[src/rtl/ecal_pkg.sv]
// Shared constants for the epoch-seconds to calendar converter.
package ecal_pkg;

    // Field widths of the request and result.
    localparam int SECONDS_W = 32;
    localparam int YEAR_W    = 8;
    localparam int MONTH_W   = 4;
    localparam int MDAY_W    = 5;
    localparam int HOUR_W    = 5;
    localparam int MINUTE_W  = 6;
    localparam int SECOND_W  = 6;

    // Internal widths.
    localparam int DAYS_W  = 16;   // whole days, at most 49710
    localparam int FRAC_W  = 17;   // seconds within a day, below 86400
    localparam int MINS_W  = 11;   // minutes within a day, below 1440
    localparam int REM_W   = 16;   // days within a century, below 36525
    localparam int QUAD_W  = 5;    // four-year blocks within a century, below 25
    localparam int DREM_W  = 11;   // days within a four-year block, below 1461
    localparam int DOY_W   = 9;    // day of year, below 366

    // 86400 = 2^7 * 675: the low seven bits pass through, the rest divides by 675.
    localparam int          SEC_LOW_W       = 7;
    localparam int          SEC_HIGH_W      = SECONDS_W - SEC_LOW_W;
    localparam logic [9:0]  DAY_ODD         = 10'd675;
    localparam logic [25:0] DAY_RECIP       = 26'd50903317;   // ceil(2^35 / 675)
    localparam int          DAY_RECIP_SHIFT = 35;

    // Divide by 60 for seconds within a day and for minutes within a day.
    localparam logic [17:0] MIN_RECIP        = 18'd139811;    // ceil(2^23 / 60)
    localparam int          MIN_RECIP_SHIFT  = 23;
    localparam logic [11:0] HOUR_RECIP       = 12'd2185;      // ceil(2^17 / 60)
    localparam int          HOUR_RECIP_SHIFT = 17;

    // Gregorian cycle lengths in days.
    localparam logic [15:0] DAYS_PER_CENTURY = 16'd36525;
    localparam logic [10:0] DAYS_PER_QUAD    = 11'd1461;
    localparam logic [16:0] QUAD_RECIP       = 17'd91868;     // ceil(2^27 / 1461)
    localparam int          QUAD_RECIP_SHIFT = 27;
    localparam logic [8:0]  DAYS_PER_YEAR    = 9'd365;
    localparam logic [7:0]  CENTURY_YEARS    = 8'd100;

    // Month pattern from March on: 153 days per five months, 61 per two, 31 per one.
    localparam logic [8:0] DAYS_5_MONTHS = 9'd153;
    localparam logic [8:0] DAYS_2_MONTHS = 9'd61;
    localparam logic [8:0] DAYS_1_MONTH  = 9'd31;
    localparam logic [8:0] FEB_END       = 9'd59;
    localparam logic [3:0] MONTH_MARCH   = 4'd2;

    // Pipeline depths.
    localparam int SPLIT_STAGES = 2;
    localparam int PATH_STAGES  = 5;
    localparam int LATENCY      = SPLIT_STAGES + PATH_STAGES;

endpackage

[src/rtl/ecal_day_split.sv]
// Two-stage split of the seconds count into whole days and seconds within the day.
module ecal_day_split
    import ecal_pkg::*;
(
    input  logic                 i_clk,
    input  logic                 i_rst_n,
    input  logic                 i_valid,
    input  logic [SECONDS_W-1:0] i_seconds,
    output logic                 o_valid,
    output logic [DAYS_W-1:0]    o_days,
    output logic [FRAC_W-1:0]    o_frac
);

    logic                  r_valid_a;
    logic [DAYS_W-1:0]     r_days_a;
    logic [SEC_HIGH_W-1:0] r_high_a;
    logic [SEC_LOW_W-1:0]  r_low_a;
    logic                  r_valid_b;
    logic [DAYS_W-1:0]     r_days_b;
    logic [FRAC_W-1:0]     r_frac_b;

    logic [SEC_HIGH_W+26-1:0] n_day_prod;
    logic [DAYS_W-1:0]        n_days;
    logic [SEC_HIGH_W-1:0]    n_day_base;
    logic [SEC_HIGH_W-1:0]    n_frac_high;

    // Stage A: days = (seconds / 128) / 675 by a reciprocal multiply.
    always_comb begin
        n_day_prod = (SEC_HIGH_W+26)'(i_seconds[SECONDS_W-1:SEC_LOW_W])
                   * (SEC_HIGH_W+26)'(DAY_RECIP);
        n_days     = n_day_prod[DAY_RECIP_SHIFT +: DAYS_W];
    end

    // Stage B: the remainder rebuilt from the high part and the untouched low bits.
    always_comb begin
        n_day_base  = SEC_HIGH_W'(r_days_a) * SEC_HIGH_W'(DAY_ODD);
        n_frac_high = r_high_a - n_day_base;
    end

    always_ff @(posedge i_clk) begin
        if (!i_rst_n) begin
            r_valid_a <= 1'b0;
            r_valid_b <= 1'b0;
        end else begin
            r_valid_a <= i_valid;
            r_valid_b <= r_valid_a;
        end
    end

    always_ff @(posedge i_clk) begin
        r_days_a <= n_days;
        r_high_a <= i_seconds[SECONDS_W-1:SEC_LOW_W];
        r_low_a  <= i_seconds[SEC_LOW_W-1:0];
        r_days_b <= r_days_a;
        r_frac_b <= {n_frac_high[FRAC_W-SEC_LOW_W-1:0], r_low_a};
    end

    assign o_valid = r_valid_b;
    assign o_days  = r_days_b;
    assign o_frac  = r_frac_b;

endmodule

[src/rtl/ecal_tod.sv]
// Five-stage time-of-day path: seconds within a day to hour, minute and second.
module ecal_tod
    import ecal_pkg::*;
(
    input  logic                i_clk,
    input  logic [FRAC_W-1:0]   i_frac,
    output logic [HOUR_W-1:0]   o_hour,
    output logic [MINUTE_W-1:0] o_minute,
    output logic [SECOND_W-1:0] o_second
);

    logic [FRAC_W-1:0]   r_frac_1;
    logic [MINS_W-1:0]   r_mins_1;
    logic [MINS_W-1:0]   r_mins_2;
    logic [HOUR_W-1:0]   r_hour_2;
    logic [SECOND_W-1:0] r_sec_2;
    logic [HOUR_W-1:0]   r_hour_3;
    logic [MINUTE_W-1:0] r_min_3;
    logic [SECOND_W-1:0] r_sec_3;
    logic [HOUR_W-1:0]   r_hour_4;
    logic [MINUTE_W-1:0] r_min_4;
    logic [SECOND_W-1:0] r_sec_4;
    logic [HOUR_W-1:0]   r_hour_5;
    logic [MINUTE_W-1:0] r_min_5;
    logic [SECOND_W-1:0] r_sec_5;

    logic [FRAC_W+18-1:0] n_min_prod;
    logic [MINS_W+12-1:0] n_hour_prod;
    logic [FRAC_W-1:0]    n_sec_full;
    logic [MINS_W-1:0]    n_min_full;

    // Stage 1: minutes within the day.
    always_comb begin
        n_min_prod = (FRAC_W+18)'(i_frac) * (FRAC_W+18)'(MIN_RECIP);
    end

    // Stage 2: second from the minute remainder, hour from the minutes.
    always_comb begin
        n_sec_full  = r_frac_1 - FRAC_W'({r_mins_1, 6'd0} - {r_mins_1, 2'd0});
        n_hour_prod = (MINS_W+12)'(r_mins_1) * (MINS_W+12)'(HOUR_RECIP);
    end

    // Stage 3: minute within the hour.
    always_comb begin
        n_min_full = r_mins_2 - MINS_W'({r_hour_2, 6'd0} - {r_hour_2, 2'd0});
    end

    // Stages 4 and 5 line the time up with the date path.
    always_ff @(posedge i_clk) begin
        r_frac_1 <= i_frac;
        r_mins_1 <= n_min_prod[MIN_RECIP_SHIFT +: MINS_W];
        r_mins_2 <= r_mins_1;
        r_sec_2  <= n_sec_full[SECOND_W-1:0];
        r_hour_2 <= n_hour_prod[HOUR_RECIP_SHIFT +: HOUR_W];
        r_hour_3 <= r_hour_2;
        r_min_3  <= n_min_full[MINUTE_W-1:0];
        r_sec_3  <= r_sec_2;
        r_hour_4 <= r_hour_3;
        r_min_4  <= r_min_3;
        r_sec_4  <= r_sec_3;
        r_hour_5 <= r_hour_4;
        r_min_5  <= r_min_4;
        r_sec_5  <= r_sec_4;
    end

    assign o_hour   = r_hour_5;
    assign o_minute = r_min_5;
    assign o_second = r_sec_5;

endmodule

[src/rtl/ecal_date.sv]
// Five-stage date path: whole days since 2000-01-01 to year, month and day of month.
module ecal_date
    import ecal_pkg::*;
(
    input  logic               i_clk,
    input  logic               i_rst_n,
    input  logic               i_valid,
    input  logic [DAYS_W-1:0]  i_days,
    output logic               o_valid,
    output logic [YEAR_W-1:0]  o_year,
    output logic [MONTH_W-1:0] o_month,
    output logic [MDAY_W-1:0]  o_mday
);

    logic [PATH_STAGES-1:0] r_valid;

    logic               r_cent_1;
    logic [REM_W-1:0]   r_rem_1;
    logic               r_cent_2;
    logic [REM_W-1:0]   r_rem_2;
    logic [QUAD_W-1:0]  r_quad_2;
    logic [YEAR_W-1:0]  r_year_3;
    logic [DREM_W-1:0]  r_drem_3;
    logic [YEAR_W-1:0]  r_year_4;
    logic [DOY_W-1:0]   r_doy_4;
    logic               r_leap_4;
    logic [YEAR_W-1:0]  r_year_5;
    logic [MONTH_W-1:0] r_month_5;
    logic [MDAY_W-1:0]  r_mday_5;

    logic                    n_cent;
    logic [REM_W-1:0]        n_rem;
    logic [REM_W+17-1:0]     n_quad_prod;
    logic [DREM_W-1:0]       n_drem;
    logic [YEAR_W-1:0]       n_year_3;
    logic [DREM_W-1:0]       n_dd;
    logic [DREM_W-1:0]       n_dd_adj;
    logic                    n_leap;
    logic                    n_leap_4;
    logic [2:0]              n_yq;
    logic [YEAR_W-1:0]       n_year_4;
    logic [DREM_W-1:0]       n_doy_full;
    logic [DOY_W-1:0]        n_febend;
    logic [DOY_W-1:0]        n_r;
    logic                    n_q153;
    logic [DOY_W-1:0]        n_r1;
    logic [1:0]              n_q61;
    logic [DOY_W-1:0]        n_r2;
    logic                    n_q31;
    logic [MONTH_W-1:0]      n_month;
    logic [DOY_W-1:0]        n_mday;

    // Stage 1: which century, and the day within it.
    always_comb begin
        n_cent = (i_days >= DAYS_PER_CENTURY);
        n_rem  = n_cent ? (i_days - DAYS_PER_CENTURY) : i_days;
    end

    // Stage 2: four-year block within the century by a reciprocal multiply.
    always_comb begin
        n_quad_prod = (REM_W+17)'(r_rem_1) * (REM_W+17)'(QUAD_RECIP);
    end

    // Stage 3: day within the block and the year at the start of the block.
    always_comb begin
        n_drem   = DREM_W'(r_rem_2 - REM_W'(r_quad_2) * REM_W'(DAYS_PER_QUAD));
        n_year_3 = (r_cent_2 ? CENTURY_YEARS : '0) + YEAR_W'({r_quad_2, 2'b00});
    end

    // Stage 4: the 2100 shift, then the year within the block by compares against 365.
    always_comb begin
        n_dd     = r_drem_3 + DREM_W'(r_year_3 > CENTURY_YEARS);
        n_leap   = (r_year_3 != CENTURY_YEARS);
        n_leap_4 = n_leap;
        n_yq     = '0;
        n_dd_adj = n_dd;
        if (n_dd > DREM_W'(364) + DREM_W'(n_leap)) begin
            n_dd_adj = n_dd - DREM_W'(n_leap);
            n_leap_4 = 1'b0;
            if (n_dd_adj >= DREM_W'(4) * DREM_W'(DAYS_PER_YEAR)) begin
                n_yq = 3'd4;
            end else if (n_dd_adj >= DREM_W'(3) * DREM_W'(DAYS_PER_YEAR)) begin
                n_yq = 3'd3;
            end else if (n_dd_adj >= DREM_W'(2) * DREM_W'(DAYS_PER_YEAR)) begin
                n_yq = 3'd2;
            end else if (n_dd_adj >= DREM_W'(DAYS_PER_YEAR)) begin
                n_yq = 3'd1;
            end
        end
        n_doy_full = n_dd_adj - DREM_W'(n_yq) * DREM_W'(DAYS_PER_YEAR);
        n_year_4   = r_year_3 + YEAR_W'(n_yq);
    end

    // Stage 5: month and day, January and February apart, then the 153/61/31 pattern.
    always_comb begin
        n_febend = FEB_END + DOY_W'(r_leap_4);
        n_r      = '0;
        n_q153   = 1'b0;
        n_r1     = '0;
        n_q61    = '0;
        n_r2     = '0;
        n_q31    = 1'b0;
        if (r_doy_4 < n_febend) begin
            n_q31   = (r_doy_4 >= DAYS_1_MONTH);
            n_month = MONTH_W'(n_q31);
            n_mday  = r_doy_4 - (n_q31 ? DAYS_1_MONTH : '0);
        end else begin
            n_r    = r_doy_4 - n_febend;
            n_q153 = (n_r >= DAYS_5_MONTHS);
            n_r1   = n_r - (n_q153 ? DAYS_5_MONTHS : '0);
            if (n_r1 >= DOY_W'(2) * DAYS_2_MONTHS) begin
                n_q61 = 2'd2;
            end else if (n_r1 >= DAYS_2_MONTHS) begin
                n_q61 = 2'd1;
            end
            n_r2    = n_r1 - DOY_W'(n_q61) * DAYS_2_MONTHS;
            n_q31   = (n_r2 >= DAYS_1_MONTH);
            n_mday  = n_r2 - (n_q31 ? DAYS_1_MONTH : '0);
            n_month = MONTH_MARCH + (n_q153 ? MONTH_W'(5) : '0)
                    + MONTH_W'({n_q61, 1'b0}) + MONTH_W'(n_q31);
        end
    end

    // Valid bits travel alongside the date stages.
    always_ff @(posedge i_clk) begin
        if (!i_rst_n) begin
            r_valid <= '0;
        end else begin
            r_valid <= {r_valid[PATH_STAGES-2:0], i_valid};
        end
    end

    always_ff @(posedge i_clk) begin
        r_cent_1  <= n_cent;
        r_rem_1   <= n_rem;
        r_cent_2  <= r_cent_1;
        r_rem_2   <= r_rem_1;
        r_quad_2  <= n_quad_prod[QUAD_RECIP_SHIFT +: QUAD_W];
        r_year_3  <= n_year_3;
        r_drem_3  <= n_drem;
        r_year_4  <= n_year_4;
        r_doy_4   <= n_doy_full[DOY_W-1:0];
        r_leap_4  <= n_leap_4;
        r_year_5  <= r_year_4;
        r_month_5 <= n_month;
        r_mday_5  <= n_mday[MDAY_W-1:0];
    end

    assign o_valid = r_valid[PATH_STAGES-1];
    assign o_year  = r_year_5;
    assign o_month = r_month_5;
    assign o_mday  = r_mday_5;

endmodule

[src/rtl/epoch_seconds_to_calendar_core.sv]
// Top level of the epoch-seconds to calendar converter.
//
// A request is a 32-bit count of seconds since 2000-01-01 00:00:00. It is taken
// at a rising clock edge where start is high and busy is low. busy never rises,
// so a new request may be given in every cycle.
// Each request yields one result: year minus 2000, zero-based month, zero-based
// day of month, hour, minute and second. The result sits on the o_ ports for
// exactly one cycle, marked by o_valid, once the request has left the last stage.
// The pipeline has seven register stages: two split seconds into days and the
// time within the day, then five run the date and time paths side by side.
// Throughput is one result per cycle; each stage holds at most one request.
// The receiver cannot hold results off, so the pipeline never stalls.
// Synchronous reset (i_rst_n low) clears all valid bits, dropping requests in
// flight; no result appears until a request is taken after reset.
module epoch_seconds_to_calendar_core
    import ecal_pkg::*;
(
    input  logic                 i_clk,
    input  logic                 i_rst_n,
    input  logic                 start,
    output logic                 busy,
    input  logic [SECONDS_W-1:0] i_seconds_since_2000,
    output logic                 o_valid,
    output logic [YEAR_W-1:0]    o_year_offset,
    output logic [MONTH_W-1:0]   o_month_index,
    output logic [MDAY_W-1:0]    o_day_index,
    output logic [HOUR_W-1:0]    o_hour_of_day,
    output logic [MINUTE_W-1:0]  o_minute_of_hour,
    output logic [SECOND_W-1:0]  o_second_of_minute
);

    logic              split_valid;
    logic [DAYS_W-1:0] split_days;
    logic [FRAC_W-1:0] split_frac;
    logic              take;

    // The pipeline moves every cycle, so a request is always taken.
    assign busy = 1'b0;
    assign take = start && !busy;

    // Days and time within the day.
    ecal_day_split u_split (
        .i_clk     (i_clk),
        .i_rst_n   (i_rst_n),
        .i_valid   (take),
        .i_seconds (i_seconds_since_2000),
        .o_valid   (split_valid),
        .o_days    (split_days),
        .o_frac    (split_frac)
    );

    // Hour, minute and second.
    ecal_tod u_tod (
        .i_clk    (i_clk),
        .i_frac   (split_frac),
        .o_hour   (o_hour_of_day),
        .o_minute (o_minute_of_hour),
        .o_second (o_second_of_minute)
    );

    // Year, month and day; carries the result strobe.
    ecal_date u_date (
        .i_clk   (i_clk),
        .i_rst_n (i_rst_n),
        .i_valid (split_valid),
        .i_days  (split_days),
        .o_valid (o_valid),
        .o_year  (o_year_offset),
        .o_month (o_month_index),
        .o_mday  (o_day_index)
    );

    // Every request gives its result after the full pipeline depth.
    a_latency: assert property (@(posedge i_clk) disable iff (!i_rst_n)
        take |-> ##LATENCY o_valid)
        else $error("Request did not produce a result after the pipeline depth.");

    // No result without a request the pipeline depth earlier.
    a_no_spurious: assert property (@(posedge i_clk) disable iff (!i_rst_n)
        o_valid |-> $past(take, LATENCY))
        else $error("Result strobe without a matching request.");

    // Calendar fields stay inside their ranges.
    a_date_range: assert property (@(posedge i_clk) disable iff (!i_rst_n)
        o_valid |-> (o_year_offset <= YEAR_W'(136)) && (o_month_index <= MONTH_W'(11))
                    && (o_day_index <= MDAY_W'(30)))
        else $error("Date field out of range.");

    // Time fields stay inside their ranges.
    a_time_range: assert property (@(posedge i_clk) disable iff (!i_rst_n)
        o_valid |-> (o_hour_of_day <= HOUR_W'(23)) && (o_minute_of_hour <= MINUTE_W'(59))
                    && (o_second_of_minute <= SECOND_W'(59)))
        else $error("Time field out of range.");

endmodule
[config.mk]
export PLATFORM = sky130hd
export DESIGN_NAME = epoch_seconds_to_calendar_core
export DESIGN_NICKNAME = d
export VERILOG_FILES = /design/src/rtl/ecal_pkg.sv /design/src/rtl/ecal_day_split.sv /design/src/rtl/ecal_tod.sv /design/src/rtl/ecal_date.sv /design/src/rtl/epoch_seconds_to_calendar_core.sv
export SDC_FILE = /design/constraint.sdc
export NUM_CORES = 2
export LEC_CHECK = 0
export BUFFER_PORTS_ARGS = -buffer_cell sky130_fd_sc_hd__clkbuf_2
export CORE_MARGIN = 2
export CORE_UTILIZATION = 61
export CTS_CLUSTER_DIAMETER = 60
export DETAILED_ROUTE_END_ITERATION = 16
export PLACE_DENSITY = 0.78
export SLEW_MARGIN = 10
export SYNTH_ARGS = -nofsm -noshare
export SYNTH_HDL_FRONTEND = slang
export SYNTH_SLANG_ARGS = --single-unit
export TNS_END_PERCENT = 5
[constraint.sdc]
create_clock -name i_clk -period 23.6 [get_ports i_clk]
set_input_delay 3.54 -clock i_clk [delete_from_list [all_inputs] [get_ports i_clk]]
set_output_delay 3.54 -clock i_clk [all_outputs]
set_load 0.1 [all_outputs]
==> results.md <==
- Outcome: completed
- Min-delay src: u_split.r_days_a[12]
- RSZ-0062 raised after global routing: false
- Clk buf depth: 3
- Pin count of the biggest net entering global routing: 16
- CTS H-tree lvls: 1
- # rows: 78
- Reg2reg path depth: 38
- Crit path buffers/inverters: 5
- DR vias: 17900
- Iteration-0 DRC Markers: 854
- Worst setup SP type: primary input
- Fmax: 0.104 GHz
- Crit-path cells: clkbuf_2 > fa_1 > ha_1 > inv_1 > fa_1 > inv_1 > fa_1 > inv_1 > fa_1 > inv_1 > fa_1 > fa_1 > ha_1 > and3_1 > a221o_1 > a221o_1 > a31oi_1 > o211ai_1 > a21oi_1 > o311ai_0 > a31o_2 > a21oi_1 > xnor2_1
- Synth Flop Type: dfxtp_1
- Yosys Warn Count: 0
- Kind of critical path: in2reg
- Top Ports: 71
- Post-synthesis sequential area ratio: 17.5%
- Yosys reg bits: 244
- Final Net Count: 3794
- Clk_skew: 0.0214 ns
- Synthesized area per cell: 10.6 µm²
- First-pass GRT wire length: 96200 µm
- Initial antenna violation count: 0
- Synth area leader: ha_1
- Wirelength, routed: 57300 µm
- Max-Cap Viols: 0
- Antenna fix cells: 0
- Initial core utilization: 61.7%
- Period minus WS final: 9.59 ns
- Die height: 218 µm
- Clock sink total: 244
- Routed length per placed instance: 17.1 µm
- GR Overflow Total: 0
- Synth unique cells: 74
- Critical path's slowest cell: fa_1
- PortBufs: 69
- CP required: 24.09 ns
- Crit-path most repeated cell: fa_1
- Count leader, synth: ha_1
- CP arrival: 10.08 ns
- Clock slew at reported path FFs: 0.06 ns
- Dpl hpwl: 49500 µm
- Post-synth EDFFs: 0
- Clock Root Buffer: clkbuf_16
- # DRC: 0
- TNS Setup: 0 ns
- Post-Syn Instances: 2637
- WP depth: 23
- Crit path capture type: flop
- Tcrit/Tclk final: 40.6%
- DRT antenna net count: 0
- Die area: 47500 µm²
- R2r setup slk: 14.11 ns
- Fillers: 3489
- CTS tree: done
- Slew headroom: 18.7%
- Vias in the first global route: 19900
- Fin. Hold Viols: 0
- Worst slew pin tran: 1.19 ns
- Total core area: 45300 µm²
- Num CTS Buffers: 29
- CP max FO: 11
- Post-synth net total: 3707
- Min-delay worst type: reg2reg
- Area contributors post-synth: ha_1 30%, fa_1 26%, dfxtp_1 17%, inv_1 8.6%, xnor2_1 3.8%
- Layout Area Growth over Synthesis: 7.36%
- CP max stage delay: 0.57 ns
- GRT Util Overall: 25.4%
- Drt via density: 5.36
- Crit path max-delay family: adder cells
- Share of cells above drive strength 1: 5.64%
- DRT Pass-1 Iters: 5
- Die W: 218 µm
- Post-synth top cells: 672 x ha_1, 639 x inv_1, 363 x fa_1
- Hold bufs inserted after CTS: 0
- RR Endpoint: u_date.o_mday[4]
- R2R Path Start: u_date.r_leap_4
- Post-CTS sizing: 0
- CP endpoint: u_split.r_days_a[15]
- Final setup viols: 0
- Area share of the largest cell type after synthesis: 30.1%
- Post-CTS setup buffer count: 0
- Synth Cell Area: 27900 µm²
- Ys async rst share: 0%
- Gpl congestion: 0.932
- Max Slew Vio Count: 0
- Worst setup path startpoint: i_seconds_since_2000[16]
- Clock latency on the worst-skew pair: 0.57 ns
-- metrics by stage --
stage                     hold WS [ns]  util, %  setup WS (ns)  instances  cell area, µm²
final                            0.324     66.2          14.01       3346           30000
after global routing             0.329     66.2          13.57       3346           30000
after CTS                        0.323     66.2          14.02       3346           30000
after detailed placement         0.312     63.9          13.48       3293           29000
after global placement           0.310     63.9          13.59       3293           29000
after floorplan                  0.310        -          14.36       2637           27900
-- per-layer routing --
metal  wire, µm  track usage [%]  share of wire [%]
met1      24400             31.5                 43
met2      29300             46.3                 51
met3       1860             2.51                3.3
met4       1730             7.76                3.0
met5          0                0                  0
-- sequential cells by signal (all words and copies together), names as in the netlist, 7 cells and up --
register,count
u_split.r_days_a,16
u_date.o_year,8
u_split.o_frac,17
u_date.r_doy_4,9
u_split.r_low_a,7
u_date.r_rem_2,11
u_date.r_rem_1,16
u_split.r_high_a,10
u_date.r_year_4,8
u_split.o_days,16
u_tod.r_mins_1,11
u_date.r_drem_3,11
-- worst min path at each step --
| stage | end | slack (ns) | cells past startpoint |
|---|---|---|---|
| final | u_split.o_days[12] | 0.32 | 0 |
| after detailed placement | u_date.o_year[7] | 0.31 | 0 |
| after global placement | u_tod.r_sec_3[1] | 0.31 | 0 |
| after CTS | u_split.o_days[12] | 0.32 | 0 |
| after global routing | u_tod.o_minute[1] | 0.33 | 0 |
| after floorplan | u_date.o_year[0] | 0.31 | 0 |
-- placed cells by master (no fill, tap or decap), types with 5 or more instances in the layout --
cell type / instances
a31oi_1: 15
a21o_1: 59
inv_8: 5
a21oi_1: 68
nor3_1: 16
inv_1: 639
clkbuf_2: 69
nand2b_1: 16
o21a_1: 9
fa_1: 363
nand4_1: 17
clkbuf_16: 29
a211o_1: 7
and2_1: 10
nand3_1: 23
and3_1: 10
nor2b_1: 13
o211ai_1: 5
o21bai_1: 19
a31o_2: 7
nand3b_1: 6
and4_1: 5
xor2_1: 46
nor3b_1: 7
o21ai_0: 42
nand2_1: 56
mux2i_1: 5
or2_2: 5
dfxtp_1: 244
xnor2_1: 120
a211oi_1: 7
a2111oi_0: 5
ha_1: 672
nor2_1: 41
-- worst reg2reg max path, delay by kind of cell, from the launching register on --
family | cells | cell delay [ns]
XOR/XNOR | 4 | 0.93
flip-flops | 1 | 0.34
AND/OR/NAND/NOR | 8 | 1.32
adder cells (fa/ha/maj) | 7 | 2.29
buffers and inverters | 5 | 0.49
AO/OA/AOI/OAI | 14 | 3.98
-- layout make-up --
| cell class | count | area (µm²) | area share, % |
|---|---|---|---|
| clock buffer | 35 | 788 | 2.63 |
| clock inverter | 18 | 226 | 0.755 |
| inverter | 639 | 2400 | 8.00 |
| multi-input combinational | 1740 | 20600 | 68.6 |
| sequential | 244 | 4880 | 16.3 |
| tap | 600 | 751 | 2.50 |
| timing repair buffer | 70 | 353 | 1.18 |
-- cell families after synthesis --
group | after synthesis | synth area share [%]
adders and majority gates | 1035 | 56.1
buffers and inverters | 653 | 8.88
AOI/OAI and AO/OA | 280 | 6.93
and+or+nand+nor | 247 | 4.78
DFF | 244 | 17.5
xor gates and xnor gates | 170 | 5.52
muxes | 7 | 0.260
other | 1 | 0.0134
Power is left out: the tool's default activity adds up to more than one toggle a clock period on the data nets, which glitch-free logic cannot reach.
